===== src/rtq_pkg.sv =====
`timescale 1ns / 1ps

package rtq_pkg;

  localparam int QueueSlotsDef  = 4;
  localparam int ReportBytesDef = 64;
  localparam int CounterBitsDef = 32;

  localparam int NumCounters = 6;
  localparam int CfgIndexW   = 2;
  localparam int CfgDataW    = 8;

  localparam logic [CfgIndexW-1:0] CFG_RETRY_LIMIT  = 2'd0;
  localparam logic [CfgIndexW-1:0] CFG_INPUT_SOURCE = 2'd1;

  localparam logic [7:0] RETRY_LIMIT_RST  = 8'd3;
  localparam logic       INPUT_SOURCE_RST = 1'b1;

  localparam logic [2:0] CMD_PUSH     = 3'd0;
  localparam logic [2:0] CMD_NEXT     = 3'd1;
  localparam logic [2:0] CMD_COMMIT   = 3'd2;
  localparam logic [2:0] CMD_DISCARD  = 3'd3;
  localparam logic [2:0] CMD_READ_CNT = 3'd4;

  localparam logic [2:0] KIND_PUSH    = 3'd0;
  localparam logic [2:0] KIND_BYTE    = 3'd1;
  localparam logic [2:0] KIND_TURN    = 3'd2;
  localparam logic [2:0] KIND_COMMIT  = 3'd3;
  localparam logic [2:0] KIND_COUNTER = 3'd4;

  localparam int STAT_DROPPED      = 0;
  localparam int STAT_SENT         = 1;
  localparam int STAT_FAILED       = 2;
  localparam int STAT_INPUT_SENT   = 3;
  localparam int STAT_INPUT_DROP   = 4;
  localparam int STAT_BAD          = 5;

  typedef struct packed {
    logic [2:0] command;
    logic [7:0] reply_byte;
    logic       last_byte;
    logic       sent_ok;
    logic [2:0] counter_select;
  } rtq_cmd_t;

  typedef struct packed {
    logic        valid;
    logic [2:0]  result_kind;
    logic [7:0]  out_byte;
    logic        last_of_run;
    logic        accepted;
    logic [6:0]  reply_length;
    logic [2:0]  queued_replies;
    logic [31:0] counter_value;
  } rtq_result_t;

endpackage


===== src/reply_transmit_queue_with_retry_top.sv =====
`timescale 1ns / 1ps
// Single-result commands: result strobe the cycle after the start transaction, busy stays low.
// Next on a non-empty queue: the first byte follows the job FIFO, the back end's active register
// and the store read register, then one byte per cycle; busy holds until the last store read.
// Push, commit, discard and counter reads accept one transaction per cycle while busy is low.
// Results cannot be stalled. Reset clears control state and counters, loads the config defaults;
// the byte store and reply lengths are undefined until written.

module reply_transmit_queue_with_retry_top import rtq_pkg::*; #(
  parameter int QUEUE_SLOTS  = QueueSlotsDef,
  parameter int REPORT_BYTES = ReportBytesDef,
  parameter int COUNTER_BITS = CounterBitsDef
) (
  input  logic                 clk_i,
  input  logic                 rst_ni,
  input  logic                 start,
  output logic                 busy,
  input  logic [2:0]           command_i,
  input  logic [7:0]           reply_byte_i,
  input  logic                 last_byte_i,
  input  logic                 sent_ok_i,
  input  logic [2:0]           counter_select_i,
  input  logic                 cfg_valid_i,
  output logic                 cfg_ready_o,
  input  logic [CfgIndexW-1:0] cfg_index_i,
  input  logic [CfgDataW-1:0]  cfg_data_i,
  output logic                 result_strobe_o,
  output logic [2:0]           result_kind_o,
  output logic [7:0]           out_byte_o,
  output logic                 last_of_run_o,
  output logic                 accepted_o,
  output logic [6:0]           reply_length_o,
  output logic [2:0]           queued_replies_o,
  output logic [31:0]          counter_value_o
);

  localparam int POS_W  = $clog2(REPORT_BYTES + 1);
  localparam int DEPTH  = QUEUE_SLOTS * REPORT_BYTES;
  localparam int ADDR_W = (DEPTH > 1) ? $clog2(DEPTH) : 1;
  localparam int JOB_W  = ADDR_W + POS_W + 3;

  rtq_cmd_t          cmd;
  rtq_result_t       front_res, back_res, res;
  logic              take;
  logic              ram_we, ram_re;
  logic [ADDR_W-1:0] ram_waddr, ram_raddr;
  logic [7:0]        ram_wdata, ram_rdata;
  logic              job_push, job_pop, job_valid, back_active;
  logic [JOB_W-1:0]  job_in, job_out;

  assign cmd.command        = command_i;
  assign cmd.reply_byte     = reply_byte_i;
  assign cmd.last_byte      = last_byte_i;
  assign cmd.sent_ok        = sent_ok_i;
  assign cmd.counter_select = counter_select_i;

  assign busy        = job_valid || back_active;
  assign take        = start && !busy;
  assign cfg_ready_o = 1'b1;

  rtq_front #(
    .QUEUE_SLOTS (QUEUE_SLOTS),
    .REPORT_BYTES(REPORT_BYTES),
    .COUNTER_BITS(COUNTER_BITS)
  ) u_front (
    .clk_i      (clk_i),
    .rst_ni     (rst_ni),
    .take_i     (take),
    .cmd_i      (cmd),
    .cfg_we_i   (cfg_valid_i && cfg_ready_o),
    .cfg_index_i(cfg_index_i),
    .cfg_data_i (cfg_data_i),
    .ram_we_o   (ram_we),
    .ram_waddr_o(ram_waddr),
    .ram_wdata_o(ram_wdata),
    .job_push_o (job_push),
    .job_o      (job_in),
    .result_o   (front_res)
  );

  rtq_job_fifo #(
    .WIDTH(JOB_W)
  ) u_job_fifo (
    .clk_i  (clk_i),
    .rst_ni (rst_ni),
    .push_i (job_push),
    .data_i (job_in),
    .pop_i  (job_pop),
    .valid_o(job_valid),
    .data_o (job_out)
  );

  rtq_ram #(
    .WIDTH(8),
    .DEPTH(DEPTH)
  ) u_store (
    .clk_i  (clk_i),
    .we_i   (ram_we),
    .waddr_i(ram_waddr),
    .wdata_i(ram_wdata),
    .re_i   (ram_re),
    .raddr_i(ram_raddr),
    .rdata_o(ram_rdata)
  );

  rtq_back #(
    .QUEUE_SLOTS (QUEUE_SLOTS),
    .REPORT_BYTES(REPORT_BYTES)
  ) u_back (
    .clk_i      (clk_i),
    .rst_ni     (rst_ni),
    .job_valid_i(job_valid),
    .job_i      (job_out),
    .job_pop_o  (job_pop),
    .ram_re_o   (ram_re),
    .ram_raddr_o(ram_raddr),
    .ram_rdata_i(ram_rdata),
    .active_o   (back_active),
    .result_o   (back_res)
  );

  assign res = back_res.valid ? back_res : front_res;

  assign result_strobe_o  = res.valid;
  assign result_kind_o    = res.result_kind;
  assign out_byte_o       = res.out_byte;
  assign last_of_run_o    = res.last_of_run;
  assign accepted_o       = res.accepted;
  assign reply_length_o   = res.reply_length;
  assign queued_replies_o = res.queued_replies;
  assign counter_value_o  = res.counter_value;

endmodule


===== src/rtq_ram.sv =====
`timescale 1ns / 1ps

module rtq_ram #(
  parameter int WIDTH = 8,
  parameter int DEPTH = 256,
  localparam int AW = (DEPTH > 1) ? $clog2(DEPTH) : 1
) (
  input  logic             clk_i,
  input  logic             we_i,
  input  logic [AW-1:0]    waddr_i,
  input  logic [WIDTH-1:0] wdata_i,
  input  logic             re_i,
  input  logic [AW-1:0]    raddr_i,
  output logic [WIDTH-1:0] rdata_o
);

  logic [WIDTH-1:0] mem [DEPTH];
  logic [WIDTH-1:0] rdata_q;

  always_ff @(posedge clk_i) begin
    if (we_i) begin
      mem[waddr_i] <= wdata_i;
    end
    if (re_i) begin
      rdata_q <= mem[raddr_i];
    end
  end

  assign rdata_o = rdata_q;

endmodule


===== src/rtq_job_fifo.sv =====
`timescale 1ns / 1ps

module rtq_job_fifo #(
  parameter int WIDTH = 16
) (
  input  logic             clk_i,
  input  logic             rst_ni,
  input  logic             push_i,
  input  logic [WIDTH-1:0] data_i,
  input  logic             pop_i,
  output logic             valid_o,
  output logic [WIDTH-1:0] data_o
);

  logic [WIDTH-1:0] entry_q [2];
  logic             wptr_q, wptr_d;
  logic             rptr_q, rptr_d;
  logic [1:0]       fill_q, fill_d;

  assign valid_o = (fill_q != 2'd0);
  assign data_o  = entry_q[rptr_q];

  always_comb begin
    wptr_d = wptr_q;
    rptr_d = rptr_q;
    fill_d = fill_q;
    if (push_i && fill_q != 2'd2) begin
      wptr_d = ~wptr_q;
      fill_d = fill_d + 2'd1;
    end
    if (pop_i && valid_o) begin
      rptr_d = ~rptr_q;
      fill_d = fill_d - 2'd1;
    end
  end

  always_ff @(posedge clk_i or negedge rst_ni) begin
    if (!rst_ni) begin
      wptr_q <= 1'b0;
      rptr_q <= 1'b0;
      fill_q <= 2'd0;
    end else begin
      wptr_q <= wptr_d;
      rptr_q <= rptr_d;
      fill_q <= fill_d;
    end
  end

  always_ff @(posedge clk_i) begin
    if (push_i && fill_q != 2'd2) begin
      entry_q[wptr_q] <= data_i;
    end
  end

endmodule


===== src/rtq_front.sv =====
`timescale 1ns / 1ps

module rtq_front import rtq_pkg::*; #(
  parameter int QUEUE_SLOTS  = QueueSlotsDef,
  parameter int REPORT_BYTES = ReportBytesDef,
  parameter int COUNTER_BITS = CounterBitsDef,
  localparam int SLOT_W = (QUEUE_SLOTS > 1) ? $clog2(QUEUE_SLOTS) : 1,
  localparam int CNT_W  = $clog2(QUEUE_SLOTS + 1),
  localparam int POS_W  = $clog2(REPORT_BYTES + 1),
  localparam int DEPTH  = QUEUE_SLOTS * REPORT_BYTES,
  localparam int ADDR_W = (DEPTH > 1) ? $clog2(DEPTH) : 1,
  localparam int JOB_W  = ADDR_W + POS_W + 3
) (
  input  logic                 clk_i,
  input  logic                 rst_ni,
  input  logic                 take_i,
  input  rtq_cmd_t             cmd_i,
  input  logic                 cfg_we_i,
  input  logic [CfgIndexW-1:0] cfg_index_i,
  input  logic [CfgDataW-1:0]  cfg_data_i,
  output logic                 ram_we_o,
  output logic [ADDR_W-1:0]    ram_waddr_o,
  output logic [7:0]           ram_wdata_o,
  output logic                 job_push_o,
  output logic [JOB_W-1:0]     job_o,
  output rtq_result_t          result_o
);

  logic [SLOT_W-1:0]       head_q, head_d, tail_q, tail_d;
  logic [CNT_W-1:0]        count_q, count_d;
  logic [7:0]              retry_q, retry_d, retry_inc;
  logic                    pending_q, pending_d;
  logic [POS_W-1:0]        pos_q, pos_d;
  logic                    rej_q, rej_d;
  logic [POS_W-1:0]        len_q [QUEUE_SLOTS];
  logic [POS_W-1:0]        len_d [QUEUE_SLOTS];
  logic [COUNTER_BITS-1:0] stat_q [NumCounters];
  logic [NumCounters-1:0]  inc;
  logic [7:0]              limit_q;
  logic                    src_q;
  rtq_result_t             res_q, res_d;
  logic                    full, over, taken;
  logic [SLOT_W-1:0]       head_nx, tail_nx;
  logic [COUNTER_BITS-1:0] sel_val;

  assign full    = (count_q >= CNT_W'(QUEUE_SLOTS));
  assign over    = (pos_q >= POS_W'(REPORT_BYTES));
  assign head_nx = (head_q == SLOT_W'(QUEUE_SLOTS - 1)) ? '0 : head_q + SLOT_W'(1);
  assign tail_nx = (tail_q == SLOT_W'(QUEUE_SLOTS - 1)) ? '0 : tail_q + SLOT_W'(1);
  assign retry_inc = retry_q + 8'd1;
  assign sel_val = (cmd_i.counter_select < 3'(NumCounters)) ?
                   stat_q[cmd_i.counter_select] : '0;

  assign ram_waddr_o = ADDR_W'(tail_q) * ADDR_W'(REPORT_BYTES) + ADDR_W'(pos_q);
  assign ram_wdata_o = cmd_i.reply_byte;
  assign job_o       = {ADDR_W'(head_q) * ADDR_W'(REPORT_BYTES), len_q[head_q],
                        3'(count_q)};
  assign result_o    = res_q;

  always_comb begin
    head_d    = head_q;
    tail_d    = tail_q;
    count_d   = count_q;
    retry_d   = retry_q;
    pending_d = pending_q;
    pos_d     = pos_q;
    rej_d     = rej_q;
    len_d     = len_q;
    inc       = '0;
    taken     = 1'b0;
    ram_we_o  = 1'b0;
    job_push_o = 1'b0;
    res_d     = '0;
    if (take_i) begin
      unique case (cmd_i.command)
        CMD_PUSH: begin
          if (full || over) begin
            rej_d = 1'b1;
          end else if (!rej_q) begin
            ram_we_o = 1'b1;
            pos_d    = pos_q + POS_W'(1);
            taken    = 1'b1;
          end
          if (cmd_i.last_byte) begin
            if (rej_d) begin
              inc[STAT_DROPPED] = 1'b1;
              taken = 1'b0;
            end else begin
              len_d[tail_q] = pos_d;
              tail_d  = tail_nx;
              count_d = count_q + CNT_W'(1);
              taken   = 1'b1;
            end
            pos_d = '0;
            rej_d = 1'b0;
          end
          res_d.valid       = 1'b1;
          res_d.result_kind = KIND_PUSH;
          res_d.last_of_run = 1'b1;
          res_d.accepted    = taken;
        end
        CMD_NEXT: begin
          if (count_q != '0) begin
            pending_d  = 1'b1;
            job_push_o = 1'b1;
          end else begin
            pending_d         = 1'b0;
            res_d.valid       = 1'b1;
            res_d.result_kind = KIND_TURN;
            res_d.last_of_run = 1'b1;
            res_d.accepted    = src_q;
          end
        end
        CMD_COMMIT: begin
          if (!pending_q) begin
            if (cmd_i.sent_ok) inc[STAT_INPUT_SENT] = 1'b1;
            else               inc[STAT_INPUT_DROP] = 1'b1;
          end else if (count_q != '0) begin
            if (cmd_i.sent_ok) begin
              inc[STAT_SENT] = 1'b1;
              head_d  = head_nx;
              count_d = count_q - CNT_W'(1);
              retry_d = '0;
            end else begin
              inc[STAT_FAILED] = 1'b1;
              retry_d = retry_inc;
              if (retry_inc >= limit_q) begin
                inc[STAT_DROPPED] = 1'b1;
                head_d  = head_nx;
                count_d = count_q - CNT_W'(1);
                retry_d = '0;
              end
            end
          end
          res_d.valid       = 1'b1;
          res_d.result_kind = KIND_COMMIT;
          res_d.last_of_run = 1'b1;
        end
        CMD_DISCARD: begin
          if (pending_q && count_q != '0) begin
            inc[STAT_BAD] = 1'b1;
            head_d  = head_nx;
            count_d = count_q - CNT_W'(1);
            retry_d = '0;
          end
        end
        CMD_READ_CNT: begin
          res_d.valid         = 1'b1;
          res_d.result_kind   = KIND_COUNTER;
          res_d.last_of_run   = 1'b1;
          res_d.counter_value = 32'(sel_val);
        end
        default: ;
      endcase
      res_d.queued_replies = 3'(count_d);
    end
  end

  always_ff @(posedge clk_i or negedge rst_ni) begin
    if (!rst_ni) begin
      head_q    <= '0;
      tail_q    <= '0;
      count_q   <= '0;
      retry_q   <= '0;
      pending_q <= 1'b0;
      pos_q     <= '0;
      rej_q     <= 1'b0;
      limit_q   <= RETRY_LIMIT_RST;
      src_q     <= INPUT_SOURCE_RST;
      res_q     <= '0;
      for (int k = 0; k < NumCounters; k++) begin
        stat_q[k] <= '0;
      end
    end else begin
      head_q    <= head_d;
      tail_q    <= tail_d;
      count_q   <= count_d;
      retry_q   <= retry_d;
      pending_q <= pending_d;
      pos_q     <= pos_d;
      rej_q     <= rej_d;
      res_q     <= res_d;
      for (int k = 0; k < NumCounters; k++) begin
        if (inc[k]) stat_q[k] <= stat_q[k] + COUNTER_BITS'(1);
      end
      if (cfg_we_i) begin
        unique case (cfg_index_i)
          CFG_RETRY_LIMIT:  limit_q <= cfg_data_i;
          CFG_INPUT_SOURCE: src_q   <= cfg_data_i[0];
          default: ;
        endcase
      end
    end
  end

  always_ff @(posedge clk_i) begin
    len_q <= len_d;
  end

endmodule


===== src/rtq_back.sv =====
`timescale 1ns / 1ps

module rtq_back import rtq_pkg::*; #(
  parameter int QUEUE_SLOTS  = QueueSlotsDef,
  parameter int REPORT_BYTES = ReportBytesDef,
  localparam int POS_W  = $clog2(REPORT_BYTES + 1),
  localparam int DEPTH  = QUEUE_SLOTS * REPORT_BYTES,
  localparam int ADDR_W = (DEPTH > 1) ? $clog2(DEPTH) : 1,
  localparam int JOB_W  = ADDR_W + POS_W + 3
) (
  input  logic              clk_i,
  input  logic              rst_ni,
  input  logic              job_valid_i,
  input  logic [JOB_W-1:0]  job_i,
  output logic              job_pop_o,
  output logic              ram_re_o,
  output logic [ADDR_W-1:0] ram_raddr_o,
  input  logic [7:0]        ram_rdata_i,
  output logic              active_o,
  output rtq_result_t       result_o
);

  logic              active_q, active_d;
  logic [POS_W-1:0]  idx_q, idx_d, idx_inc;
  logic [ADDR_W-1:0] base_q, base_d;
  logic [POS_W-1:0]  n_q, n_d;
  logic [2:0]        qc_q, qc_d;
  logic              s1_valid_q, s1_last_q;
  logic [POS_W-1:0]  s1_len_q;
  logic [2:0]        s1_qc_q;
  logic              last_read;

  assign idx_inc     = idx_q + POS_W'(1);
  assign last_read   = (idx_inc == n_q);
  assign job_pop_o   = !active_q && job_valid_i;
  assign ram_re_o    = active_q;
  assign ram_raddr_o = base_q + ADDR_W'(idx_q);
  assign active_o    = active_q;

  always_comb begin
    active_d = active_q;
    idx_d    = idx_q;
    base_d   = base_q;
    n_d      = n_q;
    qc_d     = qc_q;
    if (job_pop_o) begin
      {base_d, n_d, qc_d} = job_i;
      idx_d    = '0;
      active_d = 1'b1;
    end else if (active_q) begin
      idx_d = idx_inc;
      if (last_read) active_d = 1'b0;
    end
  end

  always_ff @(posedge clk_i or negedge rst_ni) begin
    if (!rst_ni) begin
      active_q   <= 1'b0;
      s1_valid_q <= 1'b0;
    end else begin
      active_q   <= active_d;
      s1_valid_q <= active_q;
    end
  end

  always_ff @(posedge clk_i) begin
    idx_q    <= idx_d;
    base_q   <= base_d;
    n_q      <= n_d;
    qc_q     <= qc_d;
    s1_last_q <= last_read;
    s1_len_q <= n_q;
    s1_qc_q  <= qc_q;
  end

  always_comb begin
    result_o                = '0;
    result_o.valid          = s1_valid_q;
    result_o.result_kind    = KIND_BYTE;
    result_o.out_byte       = ram_rdata_i;
    result_o.last_of_run    = s1_last_q;
    result_o.reply_length   = 7'(s1_len_q);
    result_o.queued_replies = s1_qc_q;
  end

endmodule

===== config.mk =====
export PLATFORM = sky130hd
export DESIGN_NAME = reply_transmit_queue_with_retry_top
export DESIGN_NICKNAME = d
export VERILOG_FILES = /design/src/rtq_pkg.sv /design/src/reply_transmit_queue_with_retry_top.sv /design/src/rtq_ram.sv /design/src/rtq_job_fifo.sv /design/src/rtq_front.sv /design/src/rtq_back.sv
export SDC_FILE = /design/constraint.sdc
export NUM_CORES = 2
export LEC_CHECK = 0
export CORE_ASPECT_RATIO = 2
export CORE_MARGIN = 2
export CORE_UTILIZATION = 50
export CTS_BUF_LIST = sky130_fd_sc_hd__clkbuf_4
export DETAILED_ROUTE_END_ITERATION = 12
export DONT_BUFFER_PORTS = 1
export PLACE_DENSITY = 0.66
export SYNTH_ARGS = -nofsm -noshare
export SYNTH_HDL_FRONTEND = slang
export SYNTH_HIERARCHICAL = 1
export SYNTH_SLANG_ARGS = --single-unit

===== constraint.sdc =====
create_clock -name clk_i -period 7 [get_ports clk_i]
set_input_delay 1.05 -clock clk_i [delete_from_list [all_inputs] [get_ports clk_i]]
set_output_delay 1.05 -clock clk_i [all_outputs]
set_load 0.05 [all_outputs]

# After elaboration in Yosys (flattened, before gate mapping)
# Memory sizes are Yosys's and may differ from the RTL's. A register that Yosys moved wholly into a read port is not among the register bits.
# Cells that the tools add are included.
# W data, S select, Z words.
[word_totals]
latchBits = 0
mem_bits_ro = 0
regBits = 326
mem_bits_rw = 2072
out_inout_bits = 58
wordCells = 187
memories = 2
in_bits = 30
[memory_table]
columns = ["name", "depth", "word_bits", "read_ports", "rd_ports_with_merged_regs", "wr", "line", "rtl"]
rows = [
  ["u_store.mem", 256, 8, 1, 1, 1, "rtq_ram.sv:17", "logic [WIDTH-1:0] mem [DEPTH];"],
  ["u_job_fifo.entry_q", 2, 12, 1, 1, 1, "rtq_job_fifo.sv:15", "logic [WIDTH-1:0] entry_q [2];"],
]
[op_classes]
mul = 0
n_reduce_logical = 23
magnitude_cmp = 8
n_eq_ne = 13
add_sub_neg = 17
div = 0
n_mux = 83
bitwise = 6
n_shift = 0
[ops]
columns = ["cell", "n"]
rows = [
  ["$add A32 B1 Y32 const B", 6],
  ["$mux W32", 4],
  ["$bmux W32 S3", 1],
  ["$mux W56", 1],
  ["$mux W7", 8],
  ["$mux W8", 5],
  ["$mux W35", 1],
  ["$bwmux W28", 1],
  ["$mux W1", 28],
  ["$mux W3", 9],
  ["$mux W2", 12],
  ["$add A8 B7 Y8", 2],
  ["$pmux W4 S4", 1],
  ["$pmux W8 S2", 1],
  ["$add A7 B1 Y7 const B", 2],
  ["$bmux W7 S2", 1],
  ["$demux W7 S2", 1],
  ["$mux W4", 3],
  ["$ge A3 B3 Y1 const B", 3],
  ["$pmux W3 S3", 1],
  ["$add A8 B1 Y8 const B", 1],
  ["$ge A8 B8 Y1", 1],
  ["$reduce_and A2 Y1", 4],
  ["$eq A7 B7 Y1", 1],
  ["other kinds (33)", 52],
]

# Longest topological paths before layout
[logic_depth]
ltp_word = 9
depth_mapped = 16
depth_no_buf = 14

# Hierarchy
# The synthesis kept the hierarchy.
[modules_own_cells]
columns = ["module", "cells_per_inst", "area_each_um2", "instances", "seq_area_each_um2"]
rows = [
  ["rtq_ram", 3733, 79636.4, 1, 61739.2],
  ["rtq_front", 1258, 14657.8, 1, 7500.9],
  ["rtq_back", 166, 1926.8, 1, 950.9],
  ["rtq_job_fifo", 79, 1621.6, 1, 1181.1],
  ["reply_transmit_queue_with_retry_top", 66, 858.3, 1, 0.0],
]

# Least setup slack after synthesis
# No wires, ideal clock.
[synth_path]
path_type = "input -> register"
startpoint = "input port start"
endpoint = "memory u_store.mem[234][0] (enable)"
t_arrival_ns = 3.365
slack_ns = 3.265
path_stages = 10
required_ns = 6.630
n_path_buf = 4
setup_ns = 0.370
path_cell_list = "nor3b_1 clkbuf_2 nor2b_1 nand2_1 nor2_1 clkbuf_1 buf_1 nand3_1 clkbuf_1 nor2_1"
[synth_between]
elab_chain_len = 4
[synth_rtl]
columns = ["item", "line", "rtl"]
rows = [
  ["from (decl)", "reply_transmit_queue_with_retry_top.sv:16", "input logic start,"],
  ["$logic_and A1 B1 Y1", "reply_transmit_queue_with_retry_top.sv:58", "assign take = start && !busy;"],
  ["$mux W1", "rtq_front.sv:74", "if (take_i) begin"],
  ["named net ram_we", "reply_transmit_queue_with_retry_top.sv:45", "logic ram_we, ram_re;"],
  ["$mux W1", "rtq_ram.sv:21", "if (we_i) begin"],
  ["$mux W1 (implied by the code)", "rtq_ram.sv:22", "mem[waddr_i] <= wdata_i;"],
  ["to (decl)", "rtq_ram.sv:17", ""],
]
# The timed path passes the listed nets, and every way through them passes these cells.

# Worst setup path in the final report
[layout_path]
startpoint = "register u_back.base_q[0]"
endpoint = "register u_store.rdata_q[6] (netlist: u_store/rdata_o[6]) (read register of u_store.mem), data pin"
[layout_between]
elab_chain_len = 1
[layout_rtl]
columns = ["item", "line", "rtl"]
rows = [
  ["from (decl)", "rtq_back.sv:25", "logic [ADDR_W-1:0] base_q, base_d;"],
  ["from (signal assigned)", "rtq_back.sv:68", "base_q <= base_d;"],
  ["$add A8 B7 Y8", "rtq_back.sv:37", "assign ram_raddr_o = base_q + ADDR_W'(idx_q);"],
  ["named net ram_raddr[6]", "reply_transmit_queue_with_retry_top.sv:46", "logic [ADDR_W-1:0] ram_waddr, ram_raddr;"],
  ["to (decl)", "rtq_ram.sv:18", "logic [WIDTH-1:0] rdata_q;"],
]
# The timed path passes the listed nets, and every way through them passes these cells.
# A chain may end at the register's enable or synchronous reset.

==> impl_metrics.csv <==
group,metric,value,unit
floorplanning,num_io_pins,88,
layout,final_area,0.108,mm2
power,switching_share,0.350,
routing,top_layer_used,"met5",
clocking,cts_buffers,522,
worst_setup_path,r2r_slack,1490,ps
worst_setup_path,worst_path_max_delay_cell,"nand3_1",
hold_path,hold_path_class,"in2reg",
global_route,overflow,0,
worst_setup_path,crit_path_start_kind,"flop",
clocking,cts.htree.levels,6,
logic_synthesis,synth_edf_count,2138,
worst_setup_path,r2r_cells,14,
sta,setup_viol,0,
power,power_frac_comb,0.345,
logic_synthesis,async_flop_share,0.112,
routing,wl_met3,14900,um
floorplanning,rows,230,
clocking,tritoncts,"done",
routing,vias,52800,
routing,first_pass_iters,6,
logic_synthesis,syn-cell-area,0.0987,mm2
floorplanning,core-area,0.196,mm2
routing,drtIter0Drc,4338,
routing,wl_met1,79600,um
global_route,track_usage,0.263,
worst_setup_path,worstSetupStartpoint,"u_back/base_q[0]",
power,seq_power_share,0.393,
logic_synthesis,synth_area_leader_cell,"edfxtp_1",
routing,wl_per_cell,30.9,um
worst_setup_path,end_kind,"flop",
worst_setup_path,crit_type,"reg2reg",
logic_synthesis,synth_top_area_share,0.650,
routing,postRouteAntennaNets,0,
routing,routed_via_density,6.17,
floorplanning,die_h,632,um
global_route,grt_pass1_wl,379000,um
place,port_buffers,0,
power,power.internal,26500,uW
global_route,antenna_found_initial,7,
worst_setup_path,path_cells,"ha_4 -> inv_1 -> fa_1 -> nor2b_1 -> o21ai_0 -> a21boi_0 -> or4_1 -> nand3_1 -> nor3b_2 -> o221ai_2 -> o22ai_1 -> o32ai_2 -> nor3_1 -> nor4_2",
clocking,cts_sinks,2428,
hold_path,hold_depth,2,
power,p_sw,14300,uW
worst_setup_path,worstPathRequired,7910,ps
worst_setup_path,r2r_end,"u_store/rdata_o[6]",
sta,whs,127,ps
logic_synthesis,yosys-top-cells-count,"2138 x edfxtp_1, 493 x mux4_2, 388 x nor2_1",
logic_synthesis,synthFlopType,"edfxtp_1",
layout,area_growth,9.14,%
clocking,path_clk_slew,80,ps
routing,routed_wl,264000,um
power,power_frac_clock,0.262,
power,vdd_drop_max,0.604,mV
routing,route.met2.wl,145000,um
logic_synthesis,synth_area_leaders,"edfxtp_1 65%, mux4_2 11%, dfrtp_1 6.8%",
clocking,cts_root_buffer,"clkbuf_4",
logic_synthesis,synth_seq_area_share,0.723,
layout,drive_gt1_frac,0.263,
worst_setup_path,crit_arrival,6420,ps
sta,timing.setup.tns,0,ps
sta,rsz0062_at_grt,"false",
power,power.leakage,0.0362,uW
sta,slew-limit-headroom,0.122,
floorplanning,start_util,0.503,
sta,final-hold-violation-count,0,
sta,tightestPinTransition,1310,ps
clocking,clk_latency,1200,ps
worst_setup_path,r2r_start,"u_back/base_q[0]",
global_route,first_global_vias,56100,
sta,fin_crit_sh,0.788,
sta,skew,86.6,ps
worst_setup_path,cp_max_fo,13,
logic_synthesis,yosysMostFrequentCell,"edfxtp_1",
run_status,status,"complete, no violations",
routing,drc,0,
place,gp_congestion,0.968,
place,dpl.hpwl,168000,um
global_route,grt_max_degree,273,
logic_synthesis,post_synth_num_cell_types,107,
sta,fmax,0.181,GHz
worst_setup_path,max_stage_delay,970,ps
worst_setup_path,endpoint,"u_store/rdata_o[6]",
power,p_per_area,378,mW/mm2
floorplanning,die_x,318,um
power,p_total,40800,uW
logic_synthesis,yosys_warnings,6,
place,placed_area,0.101,mm2
sta,maxSlewViolCount,0,
sta,finalCriticalPeriod,5510,ps
floorplanning,dieArea,0.201,mm2
run,max_cap_violations,0,
clocking,cts_max_path_buffers,4,
layout,nets,5691,
logic_synthesis,syn_avg_cell_area,18.6,um2
logic_synthesis,synthCells,5302,
logic_synthesis,ys_ff_latch,2428,
-- logic make-up after synthesis --
| kind of cell | after synthesis | share of synthesized area |
|---|---|---|
| fa+ha+maj | 36 | 0.00464 |
| other cells | 4 | 0.000152 |
| flops | 2428 | 0.723 |
| compound gates | 490 | 0.0360 |
| xor+xnor | 221 | 0.0200 |
| simple gates | 969 | 0.0485 |
| buf+inv | 402 | 0.0253 |
| mux | 752 | 0.142 |
-- worst max-delay path, delay by kind of cell, from the launching register on --
family	cells	cell delay (ps)
flip-flops	1	420
buffers and inverters	1	70
AO/OA/AOI/OAI	5	1130
adder cells (fa/ha/maj)	2	420
AND/OR/NAND/NOR	6	3180
-- registers in the layout (all words and copies together), names as in the netlist, 7 cells and up --
register / count
u_store/mem: 2048
u_job_fifo/entry_q: 36
u_front/pos_q: 7
u_back/s1_len_q: 7
u_back/base_q: 8
u_back/idx_q: 7
u_store/rdata_o: 8
u_front/retry_q: 8
u_front/stat_q: 192
u_front/limit_q: 8
u_front/result_o: 41
u_front/len_q: 28
u_back/n_q: 7
-- cell usage in the layout, fill, tap and decap left out, types with 35 or more instances in the layout --
cell,Yosys,routed
edfxtp_1,2138,2138
clkbuf_4,0,754
mux4_2,493,493
nor2_1,388,383
dfrtp_1,269,268
a22oi_1,165,165
nand2_1,158,158
mux2i_1,141,141
xnor2_1,140,136
a21oi_1,103,103
nand3_1,104,101
clkinv_1,1,96
xor2_1,78,77
mux2_2,68,68
buf_4,112,65
conb_1,4,58
nand4_1,50,50
mux2_4,48,48
nor3_1,48,48
o221ai_1,46,46
and3_1,45,45
nor2b_1,40,35
-- power by group through the flow --
| stage | clock, uW | combinational (uW) | sequential [uW] |
|---|---|---|---|
| final | 10700 | 14100 | 16000 |
| after global routing | 11600 | 14400 | 16000 |
| after CTS | 10900 | 13900 | 16000 |
| after detailed placement | 0 | 13800 | 16300 |
| after global placement | 0 | 13700 | 16300 |
| after floorplan | 0 | 9320 | 16200 |
-- how the worst min path moves through the flow --
stage                                from                  end  slack, ps
after floorplan            u_back/qc_q[0]    u_back/s1_qc_q[0]        320
after global placement     u_back/qc_q[1]    u_back/s1_qc_q[1]        330
after detailed placement   u_back/qc_q[0]    u_back/s1_qc_q[0]        330
after CTS                 reply_byte_i[5]  u_store/mem[132][5]          2
after global routing      reply_byte_i[0]  u_store/mem[161][0]         50
final                        command_i[0]    u_front/stat_q[0]        130
-- per-layer routing --
layer  up-vias  GRT usage
met3       903     0.0437
met4         2      0.213
met2      2387      0.491
met5         -          0
met1     27400      0.251
li1      22100          -
-- area by class of cell --
class | count | area, um2
multi-input combinational | 2526 | 25200
clock inverter | 148 | 908
timing repair buffer | 111 | 1210
inverter | 36 | 143
sequential | 2428 | 71400
antenna | 10 | 25.0
fill | 15400 | 88500
clock buffer | 754 | 5660
tap | 2552 | 3190
-- per-stage QoR --
stage	util	std cells	setup slack [ps]
6_report	0.549	8565	1490
3_5_place_dp	0.513	7617	1610
2_1_floorplan	-	5356	3260
5_1_grt	0.549	8561	1340
4_1_cts	0.549	8554	1630
3_3_place_gp	0.513	7617	1730
-- timing repair --
action,4_1_cts,5_1_grt
buffers inserted,0,0
gates resized for setup,0,0
hold buffers,35,0
endpoints found under the hold margin,768,0
No activity file was read; power rests on OpenSTA's default activity.
